## config.mk

```make
export PLATFORM = sky130hd
export DESIGN_NAME = ultrasonic_echo_ranger_unit_flat
export DESIGN_NICKNAME = d
export VERILOG_FILES = /design/src/hdl/uer_pkg.sv /design/src/hdl/uer_if.sv /design/src/hdl/uer_cfg_regs.sv /design/src/hdl/uer_core.sv /design/src/hdl/ultrasonic_echo_ranger_unit.sv /design/src/flat_wrapper.sv
export SDC_FILE = /design/constraint.sdc
export NUM_CORES = 1
export LEC_CHECK = 0
export BUFFER_PORTS_ARGS = -buffer_cell sky130_fd_sc_hd__buf_2
export CAP_MARGIN = 20
export CORE_ASPECT_RATIO = 0.8
export CORE_MARGIN = 1
export CORE_UTILIZATION = 45
export DETAILED_ROUTE_END_ITERATION = 7
export PLACE_DENSITY_LB_ADDON = 0.12
export SLEW_MARGIN = 5
export SYNTH_ARGS = -nofsm -noshare
export SYNTH_HDL_FRONTEND = slang
export SYNTH_SLANG_ARGS = --single-unit
```

## constraint.sdc

```tcl
create_clock -name clk_i -period 17.89 [get_ports clk_i]
set_input_delay 2.6835 -clock clk_i [delete_from_list [all_inputs] [get_ports clk_i]]
set_output_delay 2.6835 -clock clk_i [all_outputs]
set_load 0.02 [all_outputs]
```

## src/hdl/uer_pkg.sv

```systemverilog
// shared types, register indexes, reset values and scaling constants
// for the ultrasonic echo ranger; no dependencies
package uer_pkg;

  // counter width default
  localparam int unsigned CountWidthDef = 17;

  // config port layout
  localparam int unsigned CfgIdxWidth  = 3;
  localparam int unsigned CfgDataWidth = 16;

  localparam logic [CfgIdxWidth-1:0] CfgTriggerWidth   = 3'd0;
  localparam logic [CfgIdxWidth-1:0] CfgResponseTimeout = 3'd1;
  localparam logic [CfgIdxWidth-1:0] CfgEchoTimeout    = 3'd2;
  localparam logic [CfgIdxWidth-1:0] CfgMinDistance    = 3'd3;
  localparam logic [CfgIdxWidth-1:0] CfgMaxDistance    = 3'd4;

  // register reset values
  localparam logic [7:0]  TriggerWidthRst    = 8'd15;
  localparam logic [15:0] ResponseTimeoutRst = 16'd5000;
  localparam logic [15:0] EchoTimeoutRst     = 16'd23530;
  localparam logic [8:0]  MinDistanceRst     = 9'd2;
  localparam logic [9:0]  MaxDistanceRst     = 10'd400;

  localparam logic [9:0] LastDistanceRst = 10'd100;
  localparam logic [9:0] ErrDistance     = 10'd999;

  // distance = ticks * 17 / 1000, tracked as running quotient and remainder
  localparam int unsigned DistScale = 17;
  localparam int unsigned DistDiv   = 1000;
  localparam int unsigned RemWidth  = 10;
  // echo high count never passes 65535, so the quotient stays below 1115
  localparam int unsigned QuoWidth  = 11;

  typedef enum logic [3:0] {
    PH_IDLE = 4'b0001,
    PH_TRIG = 4'b0010,
    PH_WAIT = 4'b0100,
    PH_HIGH = 4'b1000
  } phase_e;

  typedef enum logic [1:0] {
    ST_OK      = 2'd0,
    ST_NO_RESP = 2'd1,
    ST_RANGE   = 2'd2
  } status_e;

  typedef struct packed {
    logic action;
    logic echo_level;
  } in_item_t;

  typedef struct packed {
    logic       trigger_level;
    logic       busy_res;
    logic       done_res;
    logic [1:0] status;
    logic [9:0] distance;
  } res_item_t;

  typedef struct packed {
    logic [CfgIdxWidth-1:0]  index;
    logic [CfgDataWidth-1:0] data;
  } cfg_wr_t;

  typedef struct packed {
    logic [7:0]  trigger_width;
    logic [15:0] response_timeout;
    logic [15:0] echo_timeout;
    logic [8:0]  min_distance;
    logic [9:0]  max_distance;
  } cfg_regs_t;

endpackage

```

## src/hdl/uer_if.sv

```systemverilog
// valid/ready channel interfaces for the ranger: tick input, result output
// and config write; payload types come from uer_pkg
interface uer_in_if;
  logic             valid;
  logic             ready;
  uer_pkg::in_item_t payload;

  modport source (output valid, output payload, input ready);
  modport sink   (input valid, input payload, output ready);
endinterface

interface uer_res_if;
  logic               valid;
  logic               ready;
  uer_pkg::res_item_t payload;

  modport source (output valid, output payload, input ready);
  modport sink   (input valid, input payload, output ready);
endinterface

interface uer_cfg_if;
  logic             valid;
  logic             ready;
  uer_pkg::cfg_wr_t payload;

  modport source (output valid, output payload, input ready);
  modport sink   (input valid, input payload, output ready);
endinterface

```

## src/hdl/uer_cfg_regs.sv

```systemverilog
// configuration register file of the ranger, written over the config channel
// depends on uer_pkg and uer_cfg_if
module uer_cfg_regs (
  input  logic               clk_i,
  input  logic               rst_ni,
  uer_cfg_if.sink            cfg_i,
  output uer_pkg::cfg_regs_t regs_o
);

  uer_pkg::cfg_regs_t regs_q, regs_d;

  assign cfg_i.ready = 1'b1;

  always_comb begin
    regs_d = regs_q;
    if (cfg_i.valid) begin
      // writes to unlisted indexes are dropped
      unique case (cfg_i.payload.index)
        uer_pkg::CfgTriggerWidth:    regs_d.trigger_width    = cfg_i.payload.data[7:0];
        uer_pkg::CfgResponseTimeout: regs_d.response_timeout = cfg_i.payload.data;
        uer_pkg::CfgEchoTimeout:     regs_d.echo_timeout     = cfg_i.payload.data;
        uer_pkg::CfgMinDistance:     regs_d.min_distance     = cfg_i.payload.data[8:0];
        uer_pkg::CfgMaxDistance:     regs_d.max_distance     = cfg_i.payload.data[9:0];
        default: ;
      endcase
    end
  end

  always_ff @(posedge clk_i or negedge rst_ni) begin
    if (!rst_ni) begin
      regs_q.trigger_width    <= uer_pkg::TriggerWidthRst;
      regs_q.response_timeout <= uer_pkg::ResponseTimeoutRst;
      regs_q.echo_timeout     <= uer_pkg::EchoTimeoutRst;
      regs_q.min_distance     <= uer_pkg::MinDistanceRst;
      regs_q.max_distance     <= uer_pkg::MaxDistanceRst;
    end else begin
      regs_q <= regs_d;
    end
  end

  assign regs_o = regs_q;

endmodule

```

## src/hdl/uer_core.sv

```systemverilog
// measurement sequencer: phase, tick counter, running distance quotient and
// filtered last distance; depends on uer_pkg
module uer_core #(
  parameter int unsigned COUNT_WIDTH = uer_pkg::CountWidthDef
) (
  input  logic               clk_i,
  input  logic               rst_ni,
  input  logic               step_i,
  input  uer_pkg::in_item_t  item_i,
  input  uer_pkg::cfg_regs_t cfg_i,
  output uer_pkg::res_item_t res_o
);

  localparam logic [COUNT_WIDTH-1:0] CntMax = {COUNT_WIDTH{1'b1}};
  localparam logic [uer_pkg::RemWidth-1:0] RemStep =
    uer_pkg::RemWidth'(uer_pkg::DistScale);
  localparam logic [uer_pkg::RemWidth-1:0] RemWrap =
    uer_pkg::RemWidth'(uer_pkg::DistDiv);

  uer_pkg::phase_e                phase_q, phase_d;
  logic [COUNT_WIDTH-1:0]         cnt_q, cnt_d, cnt_inc;
  logic [uer_pkg::QuoWidth-1:0]   quo_q, quo_d, dist_clamp;
  logic [uer_pkg::RemWidth-1:0]   rem_q, rem_d, rem_sum;
  logic [9:0]                     last_q, last_d, dist_avg;
  logic [10:0]                    avg_sum;
  logic                           trig, done;
  uer_pkg::status_e               status;
  logic [9:0]                     dist_out;

  assign cnt_inc = (cnt_q == CntMax) ? cnt_q : cnt_q + 1'b1;
  assign rem_sum = rem_q + RemStep;

  // clamp low first, then high, then average with the previous distance
  always_comb begin
    dist_clamp = quo_q;
    if (dist_clamp < uer_pkg::QuoWidth'(cfg_i.min_distance)) begin
      dist_clamp = uer_pkg::QuoWidth'(cfg_i.min_distance);
    end
    if (dist_clamp > uer_pkg::QuoWidth'(cfg_i.max_distance)) begin
      dist_clamp = uer_pkg::QuoWidth'(cfg_i.max_distance);
    end
  end

  assign avg_sum  = dist_clamp + 11'(last_q);
  assign dist_avg = avg_sum[10:1];

  always_comb begin
    phase_d  = phase_q;
    cnt_d    = cnt_q;
    quo_d    = quo_q;
    rem_d    = rem_q;
    last_d   = last_q;
    trig     = 1'b0;
    done     = 1'b0;
    status   = uer_pkg::ST_OK;
    dist_out = '0;
    unique case (phase_q)
      uer_pkg::PH_IDLE: begin
        if (item_i.action) begin
          trig = 1'b1;
          if (cfg_i.trigger_width <= 8'd1) begin
            phase_d = uer_pkg::PH_WAIT;
            cnt_d   = '0;
          end else begin
            phase_d = uer_pkg::PH_TRIG;
            cnt_d   = COUNT_WIDTH'(1);
          end
        end
      end
      uer_pkg::PH_TRIG: begin
        trig  = 1'b1;
        cnt_d = cnt_inc;
        if (cnt_inc >= COUNT_WIDTH'(cfg_i.trigger_width)) begin
          phase_d = uer_pkg::PH_WAIT;
          cnt_d   = '0;
        end
      end
      uer_pkg::PH_WAIT: begin
        if (!item_i.echo_level) begin
          cnt_d = cnt_inc;
          if (cnt_inc > COUNT_WIDTH'(cfg_i.response_timeout)) begin
            done     = 1'b1;
            status   = uer_pkg::ST_NO_RESP;
            dist_out = uer_pkg::ErrDistance;
            phase_d  = uer_pkg::PH_IDLE;
            cnt_d    = '0;
          end
        end else begin
          // first high sample is high tick one
          phase_d = uer_pkg::PH_HIGH;
          cnt_d   = COUNT_WIDTH'(1);
          quo_d   = '0;
          rem_d   = RemStep;
          if (cfg_i.echo_timeout == 16'd0) begin
            done     = 1'b1;
            status   = uer_pkg::ST_RANGE;
            dist_out = uer_pkg::ErrDistance;
            last_d   = cfg_i.max_distance;
            phase_d  = uer_pkg::PH_IDLE;
            cnt_d    = '0;
          end
        end
      end
      uer_pkg::PH_HIGH: begin
        if (item_i.echo_level) begin
          cnt_d = cnt_inc;
          if (cnt_q != CntMax) begin
            if (rem_sum >= RemWrap) begin
              rem_d = rem_sum - RemWrap;
              quo_d = quo_q + 1'b1;
            end else begin
              rem_d = rem_sum;
            end
          end
          if (cnt_inc > COUNT_WIDTH'(cfg_i.echo_timeout)) begin
            done     = 1'b1;
            status   = uer_pkg::ST_RANGE;
            dist_out = uer_pkg::ErrDistance;
            last_d   = cfg_i.max_distance;
            phase_d  = uer_pkg::PH_IDLE;
            cnt_d    = '0;
          end
        end else begin
          done     = 1'b1;
          status   = uer_pkg::ST_OK;
          dist_out = dist_avg;
          last_d   = dist_avg;
          phase_d  = uer_pkg::PH_IDLE;
          cnt_d    = '0;
        end
      end
      default: begin
        phase_d = uer_pkg::PH_IDLE;
        cnt_d   = '0;
      end
    endcase
  end

  always_ff @(posedge clk_i or negedge rst_ni) begin
    if (!rst_ni) begin
      phase_q <= uer_pkg::PH_IDLE;
      cnt_q   <= '0;
      quo_q   <= '0;
      rem_q   <= '0;
      last_q  <= uer_pkg::LastDistanceRst;
    end else if (step_i) begin
      phase_q <= phase_d;
      cnt_q   <= cnt_d;
      quo_q   <= quo_d;
      rem_q   <= rem_d;
      last_q  <= last_d;
    end
  end

  assign res_o.trigger_level = trig;
  assign res_o.busy_res      = (phase_d != uer_pkg::PH_IDLE);
  assign res_o.done_res      = done;
  assign res_o.status        = status;
  assign res_o.distance      = dist_out;

endmodule

```

## src/hdl/ultrasonic_echo_ranger_unit.sv

```systemverilog
// Ultrasonic echo-pulse ranger. Every input transfer is one microsecond tick
// carrying the sampled echo level and a start request, and gives exactly one
// result transfer with the trigger level, busy, done, status and distance.
// A tick is registered on input, evaluated against the sequencer state
// combinationally and held in an output register, so one tick is taken per
// clock; the output register stalls the input side only when a result is
// not taken. The distance is kept as a running quotient of
// ticks*17/1000, updated on every echo-high tick, so no divider is needed.
// Config writes are taken at any time but are meant for idle periods only.
// Depends on uer_pkg, uer_if, uer_cfg_regs and uer_core.
module ultrasonic_echo_ranger_unit #(
  parameter int unsigned COUNT_WIDTH = uer_pkg::CountWidthDef
) (
  input  logic      clk_i,
  input  logic      rst_ni,
  uer_in_if.sink    in_i,
  uer_res_if.source res_o,
  uer_cfg_if.sink   cfg_i
);

  uer_pkg::cfg_regs_t regs;
  uer_pkg::res_item_t res_d;

  logic               in_vld_q;
  uer_pkg::in_item_t  in_item_q;
  logic               out_vld_q;
  uer_pkg::res_item_t out_item_q;
  logic               advance, step;

  uer_cfg_regs u_cfg_regs (
    .clk_i  (clk_i),
    .rst_ni (rst_ni),
    .cfg_i  (cfg_i),
    .regs_o (regs)
  );

  // result register free or being emptied this cycle
  assign advance     = !out_vld_q || res_o.ready;
  assign step        = in_vld_q && advance;
  assign in_i.ready  = !in_vld_q || advance;

  uer_core #(
    .COUNT_WIDTH (COUNT_WIDTH)
  ) u_core (
    .clk_i  (clk_i),
    .rst_ni (rst_ni),
    .step_i (step),
    .item_i (in_item_q),
    .cfg_i  (regs),
    .res_o  (res_d)
  );

  always_ff @(posedge clk_i or negedge rst_ni) begin
    if (!rst_ni) begin
      in_vld_q  <= 1'b0;
      out_vld_q <= 1'b0;
    end else begin
      if (in_i.ready) begin
        in_vld_q <= in_i.valid;
      end
      if (advance) begin
        out_vld_q <= in_vld_q;
      end
    end
  end

  always_ff @(posedge clk_i) begin
    if (in_i.valid && in_i.ready) begin
      in_item_q <= in_i.payload;
    end
    if (step) begin
      out_item_q <= res_d;
    end
  end

  assign res_o.valid   = out_vld_q;
  assign res_o.payload = out_item_q;

endmodule
```

## src/flat_wrapper.sv

```systemverilog
// flat-port wrapper written by rule: the top's interface ports become plain ports
module ultrasonic_echo_ranger_unit_flat 
#(
  parameter int unsigned COUNT_WIDTH = uer_pkg::CountWidthDef
)
  (clk_i, rst_ni, in_i_valid, in_i_payload, in_i_ready, res_o_valid, res_o_payload, res_o_ready, cfg_i_valid, cfg_i_payload, cfg_i_ready);
  uer_in_if in_i_i ();
  uer_res_if res_o_i ();
  uer_cfg_if cfg_i_i ();
  input  logic clk_i;
  input  logic rst_ni;
  input wire logic [$bits(in_i_i.valid)-1:0] in_i_valid;
  input wire logic [$bits(in_i_i.payload)-1:0] in_i_payload;
  output wire logic [$bits(in_i_i.ready)-1:0] in_i_ready;
  output wire logic [$bits(res_o_i.valid)-1:0] res_o_valid;
  output wire logic [$bits(res_o_i.payload)-1:0] res_o_payload;
  input wire logic [$bits(res_o_i.ready)-1:0] res_o_ready;
  input wire logic [$bits(cfg_i_i.valid)-1:0] cfg_i_valid;
  input wire logic [$bits(cfg_i_i.payload)-1:0] cfg_i_payload;
  output wire logic [$bits(cfg_i_i.ready)-1:0] cfg_i_ready;
  assign in_i_i.valid = in_i_valid;
  assign in_i_i.payload = in_i_payload;
  assign in_i_ready = in_i_i.ready;
  assign res_o_valid = res_o_i.valid;
  assign res_o_payload = res_o_i.payload;
  assign res_o_i.ready = res_o_ready;
  assign cfg_i_i.valid = cfg_i_valid;
  assign cfg_i_i.payload = cfg_i_payload;
  assign cfg_i_ready = cfg_i_i.ready;
  ultrasonic_echo_ranger_unit #(.COUNT_WIDTH(COUNT_WIDTH)) u_core (.clk_i(clk_i), .rst_ni(rst_ni), .in_i(in_i_i), .res_o(res_o_i), .cfg_i(cfg_i_i));
endmodule
```

==> flow_summary.ini <==
[power]
p_sw_share_pct = 30.80
sequentialPowerShare_pct = 38.9
peakVddDrop_uv = 63.63
clkPwrFrac_pct = 36.4
pwr-share-comb_pct = 24.6
p_int_uw = 667.7
p_leak_nw = 4.210
power.density_nw_per_um2 = 104.9
p_sw_uw = 297.2
power_uw = 964.9

[global_routing]
grtUsageMet1_pct = 35.39
use_met3_pct = 4.625
grt_busiest_layer = met1
grt_antenna_before_repair = 0
grt_first_pass_wirelength_um = 32570
grt_pass1_vias = 6037
grt-ovfl-total = 0
grt_start_max_net_pins = 58
gr-usage-met2_pct = 31.88
grt_usage_pct = 22.88

[place]
portBuffers = 42
dpl_cell_area_um2 = 8582
gp_congestion = 0.8468
dp_hpwl_um = 14840

[die]
num_rows = 43
start_util_pct = 46.45
fp.dieW_um = 152.2
die_h_um = 122.2
top_level_ports = 44
coreArea_um2 = 17490
fp.dieArea_um2 = 18590

[timing]
min_period_ns = 6.353
hold_viol = 0
whs_ns = 0.4885
finClkSkew_ns = 0.008440
setup_viol_count_final = 0
fin_crit_sh_pct = 35.51
clock.fmax_mhz = 157.4
grt_setup_unrepaired = no
maxSlewViolCount = 0
tightestPinTransition_ns = 0.8644
relSlewSlack_pct = 42.31
finalSetupTns_ns = 0

[layout]
nNetsFinal = 1038
drive_gt1_share_pct = 15.76
postLayoutCellArea_um2 = 9200
fin_util_pct = 52.62
fillers = 1615
area_growth_pct = 13.28
antennaDiodeCount = 0

[synth]
ys.flop_type = dfrtp_1
synth_cell_types = 64
ys_seq_area_share_pct = 41.52
postSynthCellCount = 898
synthesis.area_um2 = 8122
yosysWarnings = 0
synth-edff-count = 17
avgSynthCellArea_um2 = 9.044
syn_nets = 997
synth-seq-cells = 130
ys_async_sr_fraction_pct = 86.92

[clock_tree]
cts_buffer_depth = 2
cts_buffers = 17
cts.sinks = 130
cts_root_buffer = clkbuf_16
cts_hold_buf = 0
clock_latency_ns = 0.42
clkTransAtPathRegs_ns = 0.06
ctsResizeCount = 0
cts_max_level = 4
cts_setup_buffers = 0
cts_tree = done

[drt]
wire_per_inst_um = 16.89
num_vias = 6604
first_pass_iters = 8
drc = 8
detail_route.vias_per_cell = 5.611
wl_um = 19880
drt-initial-drc-count = 466
postRouteAntennaNets = 0

[worst_setup_path]
crit_arrival_ns = 6.50
critPathKind = register to register
r2r_cells = 20
critical_path_peak_fanout = 16
r2r-start = u_core.u_core.quo_q[8]
cp-end-kind = register
critPathLaunch = u_core.u_core.quo_q[8]
r2r_setup_slack_ns = 11.54
startpoint_type = register
cp.required_ns = 18.04

[min_path]
min-delay-start = u_core.u_core.last_q[5]
holdPathStages = 2
hold_class = register to register

[outcome]
violations = design-rule violations
status = finished with violations

[job]
cap_violations = 0
[flip-flops by register name, summed over array words and instances, names as in the netlist]
signal,flops
u_core.in_item_q,2
u_core.in_vld_q,1
u_core.res_o.payload,15
u_core.res_o.valid,1
u_core.u_cfg_regs.regs_o,59
u_core.u_core.cnt_q,17
u_core.u_core.last_q,10
u_core.u_core.phase_q,4
u_core.u_core.quo_q,11
u_core.u_core.rem_q,10
[metal layers]
layer,routed length (um),vias up
met3,1077,10
met5,0,-
met1,10650,3168
met4,167,0
met2,7979,150
li1,-,3276
[layout make-up]
cell class	count	area, um^2	share of cell area [%]
Sequential cell	130	3372	36.65
Tap cell	225	281.5	3.060
Clock buffer	27	514.2	5.590
Multi-Input combinational cell	669	4404	47.87
Inverter	69	259.0	2.815
Clock inverter	5	75.07	0.8160
Timing Repair Buffer	52	294.0	3.196
[power by group through the flow]
stage	registers, mW	logic (mW)	clock network (mW)
finish	0.376	0.238	0.352
global route	0.381	0.268	0.371
CTS	0.375	0.237	0.358
detailed placement	0.380	0.234	0
global placement	0.379	0.233	0
floorplan	0.374	0.170	0
[kinds of logic after synthesis]
| kind of cell | Yosys count | share of synthesized area, % |
|---|---|---|
| AO/OA/AOI/OAI | 226 | 16.84 |
| AND/OR/NAND/NOR | 312 | 18.47 |
| XOR/XNOR | 30 | 3.235 |
| buffers and inverters | 99 | 4.837 |
| other | 1 | 0.04617 |
| flip-flops | 130 | 41.52 |
| adder cells (fa/ha/maj) | 73 | 11.34 |
| multiplexers | 27 | 3.713 |
[through the flow]
| stage | std cells | worst slack [ns] |
|---|---|---|
| floorplan | 898 | 12.14 |
| global placement | 1142 | 11.76 |
| detailed placement | 1142 | 11.55 |
| CTS | 1174 | 11.51 |
| global route | 1177 | 10.95 |
| finish | 1177 | 11.54 |
[layout by cell type (no fill, tap or decap), drive strengths merged, types with 8 or more instances in the layout]
cell type  Yosys  final
xor2          14     14
xnor2         16     16
a21o           8      8
dfrtp         86     86
nand2b         9      9
nand2        123    123
nand3         22     22
ha            72     72
nor2b          8      8
buf            6     50
dfstp         27     27
nor3          14     14
edfxtp        17     17
o21ai        103    103
nand4         18     18
a21oi         51     51
inv           69     69
and2           8      8
or3            8      8
nor4           9      9
a22o          14     14
a211oi         9      9
nor2          62     62
mux2          25     25
clkbuf        24     29
[synth_stat cells, drive strengths merged, types with 3 or more instances]
master / count / share of area [%]
nand4b: 3 / 0.32
or2: 4 / 0.31
nor4: 9 / 0.69
a22o: 14 / 1.6
dfstp: 27 / 8.7
a211oi: 9 / 0.83
nor2: 62 / 2.9
buf: 6 / 0.52
inv: 69 / 3.2
nor2b: 8 / 0.62
nand4: 18 / 1.5
nor3: 14 / 0.86
dfrtp: 86 / 26
clkbuf: 24 / 1.1
o21a: 5 / 0.46
a31oi: 7 / 0.72
nand2b: 9 / 0.69
xor2: 14 / 1.5
and2: 8 / 0.62
mux2: 25 / 3.5
a211o: 6 / 0.65
or4: 3 / 0.32
nand3: 22 / 1.4
o21ai: 103 / 6.4
nor4b: 3 / 0.32
xnor2: 16 / 1.7
o2111ai: 3 / 0.32
o21bai: 3 / 0.28
a21oi: 51 / 3.1
o22ai: 3 / 0.23
edfxtp: 17 / 6.3
and3: 7 / 0.54
o31ai: 4 / 0.37
ha: 72 / 11
nand2: 123 / 5.7
or3: 8 / 0.68
a21o: 8 / 0.74
nand3b: 4 / 0.37
[critical path, stage by stage (launching register included)]
cell       delay [ns]
dfrtp_1          0.42
ha_1             0.34
a2111oi_0        0.66
nand2b_1         0.43
o21ai_0          0.36
ha_1             0.30
a21o_1           0.19
a211oi_1         0.34
nor4b_1          0.36
a211o_1          0.42
mux2_2           0.43
fa_1             0.45
a21o_1           0.18
a21oi_1          0.22
o21bai_1         0.09
a21oi_1          0.21
o21ai_0          0.17
a21oi_1          0.18
o21bai_1         0.09
o21ai_0          0.13
o21ai_0          0.11
[path summary, 6_finish.rpt]
check	to
max in group asynchronous	u_core.u_cfg_regs.regs_o[46]
hold / removal	u_core.u_core.last_q[5]
setup reg to reg	u_core.res_o.payload[9]
min in group asynchronous	u_core.u_core.last_q[4]
hold reg to reg	u_core.u_core.last_q[5]
setup / recovery	u_core.res_o.payload[9]
No activity file was read; power rests on OpenSTA's default activity.
